### src/design/cbp_pkg.sv
// ----------------------------------------------------------------------------
// cbp_pkg: shared types and constants of the cubic curve plotter
// Step index width, register reset value, coordinate count and sequencer states.
// ----------------------------------------------------------------------------
package cbp_pkg;

  // step index and segment count width
  localparam int unsigned IDX_W = 6;

  // segments per curve after reset
  localparam logic [IDX_W-1:0] SEG_RESET = 6'd16;

  // coordinates held per request: x and y of four points
  localparam int unsigned NUM_COORDS = 8;

  typedef enum logic [1:0] {
    SEQ_IDLE,
    SEQ_DIV,
    SEQ_ISSUE
  } seq_state_e;

endpackage

### src/design/cbp_step_div.sv
// ----------------------------------------------------------------------------
// cbp_step_div: step size divider
// Restoring division of 2^FRAC_BITS by the segment count, one quotient bit
// per cycle. Quotient and remainder hold after done until the next start.
// ----------------------------------------------------------------------------
module cbp_step_div #(
  parameter int unsigned FRAC_BITS = 16
) (
  input  logic                         clk_i,
  input  logic                         rst_ni,
  input  logic                         start_i,
  input  logic [cbp_pkg::IDX_W-1:0]    divisor_i,
  output logic                         done_o,
  output logic [FRAC_BITS:0]           quot_o,
  output logic [cbp_pkg::IDX_W-1:0]    rem_o
);

  localparam int unsigned TW    = FRAC_BITS + 1;
  localparam int unsigned CNT_W = $clog2(FRAC_BITS + 1);
  localparam int unsigned IW    = cbp_pkg::IDX_W;

  logic             busy_q;
  logic             done_q;
  logic [CNT_W-1:0] cnt_q;
  logic [IW-1:0]    div_q;
  logic [IW-1:0]    rem_q, rem_d;
  logic [TW-1:0]    quot_q;
  logic [IW:0]      trial;
  logic             ge;

  // dividend is a single one at bit FRAC_BITS
  always_comb begin
    trial = {rem_q, (cnt_q == CNT_W'(FRAC_BITS))};
    ge    = (trial >= {1'b0, div_q});
    rem_d = ge ? IW'(trial - {1'b0, div_q}) : trial[IW-1:0];
  end

  always_ff @(posedge clk_i or negedge rst_ni) begin
    if (!rst_ni) begin
      busy_q <= 1'b0;
      done_q <= 1'b0;
      cnt_q  <= '0;
    end else begin
      done_q <= 1'b0;
      if (start_i) begin
        busy_q <= 1'b1;
        cnt_q  <= CNT_W'(FRAC_BITS);
      end else if (busy_q) begin
        if (cnt_q == '0) begin
          busy_q <= 1'b0;
          done_q <= 1'b1;
        end else begin
          cnt_q <= cnt_q - 1'b1;
        end
      end
    end
  end

  always_ff @(posedge clk_i) begin
    if (start_i) begin
      div_q  <= divisor_i;
      rem_q  <= '0;
      quot_q <= '0;
    end else if (busy_q) begin
      rem_q  <= rem_d;
      quot_q <= {quot_q[TW-2:0], ge};
    end
  end

  assign done_o = done_q;
  assign quot_o = quot_q;
  assign rem_o  = rem_q;

endmodule

### config.mk
export PLATFORM = sky130hd
export DESIGN_NAME = cbp_step_div
export DESIGN_NICKNAME = d
export VERILOG_FILES = /design/src/design/cbp_pkg.sv /design/src/design/cbp_step_div.sv
export SDC_FILE = /design/constraint.sdc
export NUM_CORES = 1
export LEC_CHECK = 0
export ABC_AREA = 1
export BUFFER_PORTS_ARGS = -buffer_cell sky130_fd_sc_hd__buf_2
export CORE_UTILIZATION = 54
export DETAILED_ROUTE_END_ITERATION = 6
export HOLD_SLACK_MARGIN = 0.06
export PLACE_DENSITY_LB_ADDON = 0.1
export SYNTH_ARGS = -nofsm -noshare
export SYNTH_HDL_FRONTEND = slang
export SYNTH_SLANG_ARGS = --single-unit
### constraint.sdc
create_clock -name clk_i -period 2.2 [get_ports clk_i]
set_input_delay 0.11 -clock clk_i [delete_from_list [all_inputs] [get_ports clk_i]]
set_output_delay 0.11 -clock clk_i [all_outputs]
set_load 0.005 [all_outputs]
; Word-level counts from Yosys, hierarchy flattened
; Cells that the tools add are included.
[word_totals]
inputBits = 9
elab_cells = 24
regBits = 36
[classes]
n_eq_ne = 2
n_lt_le_gt_ge = 1
reduce_logical = 3
addsub = 2
n_mux = 10
[op_table]
columns = cell, count
row1 = 2-to-1 mux 5 bit, 3
row2 = >= comparator 7 x 6 -> 1 bit, 1
row3 = 2-to-1 mux 1 bit, 6
row4 = 2-to-1 mux 6 bit, 1
row5 = subtractor 6 bit, 1
row6 = "== test 5 bit, second input constant", 1
row7 = logical NOT 5 bit, 1
row8 = "subtractor 5 x 1 -> 5 bit, second input constant", 1
row9 = "!= test 2 bit, second input constant", 1
row10 = AND reduction 2 bit, 1
row11 = nonzero test 2 bit, 1

; Longest topological paths before layout
[depth]
word_depth = 4
ltp_mapped = 15
ltp_nobuf = 15

; Least setup slack after synthesis
; No wires, ideal clock.
[synth_path]
kind = reg-to-reg
startpoint = reg cnt_q[0]
endpoint = reg rem_q[4], in the netlist rem_o[4]
arrival_time_ns = 1.897
slack_ns = 0.245
path_stages_with_launch = 13
t_required_ns = 2.142
path_cell_list = dfrtp_1 inv_1 ha_1 nand2_1 nor2_1 inv_1 ha_1 fa_1 nand3b_1 nand3_1 xor2_1 nand2_1 nand2_1
[synth_between]
elab_chain_cells = 3
word_cells_on_any_way = 4
classes_between = add/sub (1) / order compare (1) / eq/ne (1) / mux (1)
[synth_lines]
columns = element, line_no
row1 = start: declaration, cbp_step_div.sv:24  ; logic [CNT_W-1:0] cnt_q;
row2 = start signal: assignment, cbp_step_div.sv:47  ; cnt_q <= CNT_W'(FRAC_BITS);
row3 = start signal: assignment, cbp_step_div.sv:53  ; cnt_q <= cnt_q - 1'b1;
row4 = == test 5 bit (*), cbp_step_div.sv:33  ; trial = {rem_q, (cnt_q == CNT_W'(FRAC_BITS))};
row5 = subtractor 6 bit or >= comparator 7 x 6 -> 1 bit (tied branches), "cbp_step_div.sv:35, cbp_step_div.sv:34"
row6 = 2-to-1 mux 6 bit (*), cbp_step_div.sv:35  ; rem_d = ge ? IW'(trial - {1'b0, div_q}) : trial[IW-1:0];
row7 = end signal: assignment, cbp_step_div.sv:65  ; rem_q <= rem_d;
row8 = end: declaration, cbp_step_div.sv:26  ; logic [IW-1:0] rem_q, rem_d;
; Mark *: on every way between the ends. The rest lies on a longest branch, timed or not.
; A chain may end at the register's enable or synchronous reset.

; Worst setup path after layout
[layout_path]
startpoint = reg cnt_q[0]
endpoint = reg rem_q[1], in the netlist rem_o[1]
; Same word-level chain as after synthesis.

==> metrics.md <==
| Metric | Value |
|---|---|
| Worst setup path start | cnt_q[0] |
| Unrepaired setup endpoints after global routing | no |
| Via-to-Cell Ratio | 4.76 |
| Clock root cell | clkbuf_4 |
| Mapped Cells | roughly 220 |
| Post-Syn Area | 0.00175 sq mm |
| Vias | approximately 1400 |
| Boundary Pins | 33 |
| Worst EP arrival | 2.29 ns |
| Worst-Skew Late Latency | 0.34 ns |
| Vias in the first global route | 1264 |
| Syn Nets | 236 |
| Ant. Diodes | 0 |
| Die W | 58.9 um |
| Comb pwr share | 0.421 |
| Area Overhead vs Synth | 19.3% |
| Worst-Margin Slew | around 0.38 ns |
| Hold Violations, Final | 0 |
| Worst Path Required | 2.45 ns |
| CP Capture Type | flip-flop |
| CTS sink cnt | 36 |
| Worst hold path class | in -> async |
| Power Dens Cells | 1090 mW/mm^2 |
| CTS tree | done |
| Drt pass-1 iters | 4 |
| Drt total wl | ~3.3 mm |
| Worst-case clock buffer depth | 2 |
| Fmax | 0.490 GHz |
| Slew headroom | 0.744 |
| Syn avg cell area | between 8 and 9 sq um |
| Antenna violations before repair | 0 |
| Crit path buffers/inverters | 3 |
| Share of cells above drive strength 1 | 0.215 |
| Startpoint Class | flip-flop |
| Core ar. | 0.00305 sq mm |
| DRC Markers | 0 |
| Worst VDD drop | 650 uV |
| Clock power share | 0.155 |
| Fraction of registers with async set/reset | 0.194 |
| Antenna Nets Post-Route | 0 |
| CP peak stage delay | 0.42 ns |
| NumNets Final | 278 |
| Sw Pwr | 0.893 mW |
| Wire per inst | roughly 11 um |
| Outcome | completed |
| Library cells used by synthesis | 29 |
| Largest net degree at the start of global routing | 24 |
| Clock transition at path regs | 0.11 ns |
| Setup Crit Path Kind | reg -> reg |
| Synthesis Warnings | 0 |
| Detail Placement HPWL | 2.32 mm |
| Flop pwr share | 0.424 |
| Fin util | 0.683 |
| GPL Wtd Cong | 0.773 |
| Std cell rows | 20 |
| Setup Skew | roughly 0.0067 ns |
| Maximum fanout along the worst path | 8 |
| Critical path's top delay family | simple AND/OR/NAND/NOR gates |
| Pins Over Slew Limit | 0 |
| Max Cap Viol | 0 |
| Grt ovf | 0 |
| Minimum clock period | a little over 2 ns |
| Starting Density | 0.573 |
| H-tree depth | 2 |
| Die area | 0.00347 sq mm |
| EDFF count, synth | 6 |
| CTS Buf Count | 5 |
| Crit path max-delay cell type | dfrtp_1 |
| Cells along the critical path | inv_1 -> ha_1 -> nand2_1 -> nor2_2 -> inv_1 -> ha_1 -> nand3_1 -> nor2_2 -> nor2_4 -> nand2_2 -> nand2_1 -> nand3_1 -> nand2_1 -> inv_1 |
| Global-route wire length before repair | 5.48 mm |
| PortBufs | 32 |
| # setup viols final | 0 |
| Setup tns final | 0 ns |
| Post-synthesis sequential area ratio | 0.467 |
| Fin area | 0.00209 sq mm |
| P_leak | 1.06 nW |
| Worst R2R Start | cnt_q[0] |
| Die Height | 58.9 um |
| Initial drt markers | 43 |
| Switching part of the total | 0.394 |
| Post-route clock period utilization | 0.927 |
| Internal Power | 1.38 mW |
| Synth Register Bits | 36 |
| Total Routing Usage GR | 0.214 |
| Cell Area, Placed | 0.00195 sq mm |
| Top_reg_cell synth | dfxtp_1 |
==> cells in the mapped netlist (2+ instances only) <==
cell type	count	area, sq um
nand2_1	40	150
nor2_1	38	143
inv_1	26	97.6
dfxtp_1	23	460
o21ai_0	19	95.1
nand3_1	10	50.1
ha_1	9	113
dfrtp_1	7	175
edfxtp_1	6	180
a21oi_1	5	25.0
clkbuf_1	5	18.8
nand4_1	4	25.0
nor2_2	3	18.8
xor2_1	3	26.3
buf_2	2	10.0
nand2_2	2	12.5
nand3_2	2	20.0
nor2_4	2	22.5
==> what timing repair did <==
item / CTS / global route
setup endpoints to repair: 0 / 3
hold endpoints to repair: 13 / 0
gates resized for setup: 0 / 2
setup buffers: 0 / 1
hold buffers: 7 / 0
==> through the flow <==
step / hold slack [ns] / power, mW / setup slack [ns] / instances
after floorplan: -0.186 / 1.65 / 0.245 / 217
after global placement: -0.0532 / 1.89 / 0.176 / 288
after detailed placement: -0.0523 / 1.90 / 0.108 / 288
after CTS: 0.0951 / 2.27 / 0.0862 / 303
after global routing: 0.113 / 2.47 / 0.00000289 / 304
final: 0.108 / 2.27 / 0.161 / 304
==> layout by cell type (no fill, tap or decap), drive strengths merged, types with 3 or more instances in the layout <==
cell type    instances
a21oi                6
buf                 35
clkbuf               7
dfrtp                7
dfxtp               23
dlygate4sd3          7
edfxtp               6
ha                   9
inv                 27
nand2               42
nand3               13
nand4                4
nor2                43
o21ai               20
xor2                 3
==> cells by family after synthesis <==
| logic type | share of synthesized area |
|---|---|
| XOR/XNOR | 0.0200 |
| AND/OR/NAND/NOR | 0.278 |
| AO/OA/AOI/OAI | 0.0845 |
| flip-flops | 0.467 |
| buffers and inverters | 0.0744 |
| adder cells (fa/ha/maj) | 0.0759 |
==> power by group through the flow <==
stage                     sequential, mW  combinational [mW]  clock, mW
after floorplan                    0.957               0.694          0
after global placement             0.974               0.911          0
after detailed placement           0.977               0.926          0
after CTS                          0.962               0.941      0.365
after global routing               0.985                1.09      0.392
final                              0.962               0.956      0.351
==> layout make-up <==
| type | instances | area, sq um |
|---|---|---|
| fillers | 286 | 967 |
| flip-flops and latches | 36 | 816 |
| multi-input cells | 147 | 807 |
| repair buffers | 42 | 253 |
| inverters | 27 | 101 |
| well taps | 44 | 55.1 |
| clock buffers | 7 | 45.0 |
| clock inverters | 1 | 8.76 |
==> worst paths after layout <==
check	end	cells past startpoint	slack, ns
setup / recovery	rem_o[1]	14	0.16
hold / removal	done_o	2	0.11
setup reg to reg	rem_o[1]	14	0.16
hold reg to reg	quot_o[1]	2	0.48
max in group asynchronous	cnt_q[0]	2	1.95
min in group clk_i	cnt_q[3]	2	0.13
==> sequential cells by signal, indices dropped and copies added (netlist names) <==
signal	flops
div_q	6
done_o	1
busy_q	1
cnt_q	5
rem_o	6
quot_o	17
==> metal layers <==
layer  part of all wire  GRT usage  vias to the layer above
li1                   -          -                      776
met1               0.48      0.285                      641
met2               0.48      0.331                       24
met3              0.036     0.0549                        5
met4              0.011     0.0884                        0
met5                  0          0                        -
No activity file was read; power rests on OpenSTA's default activity.
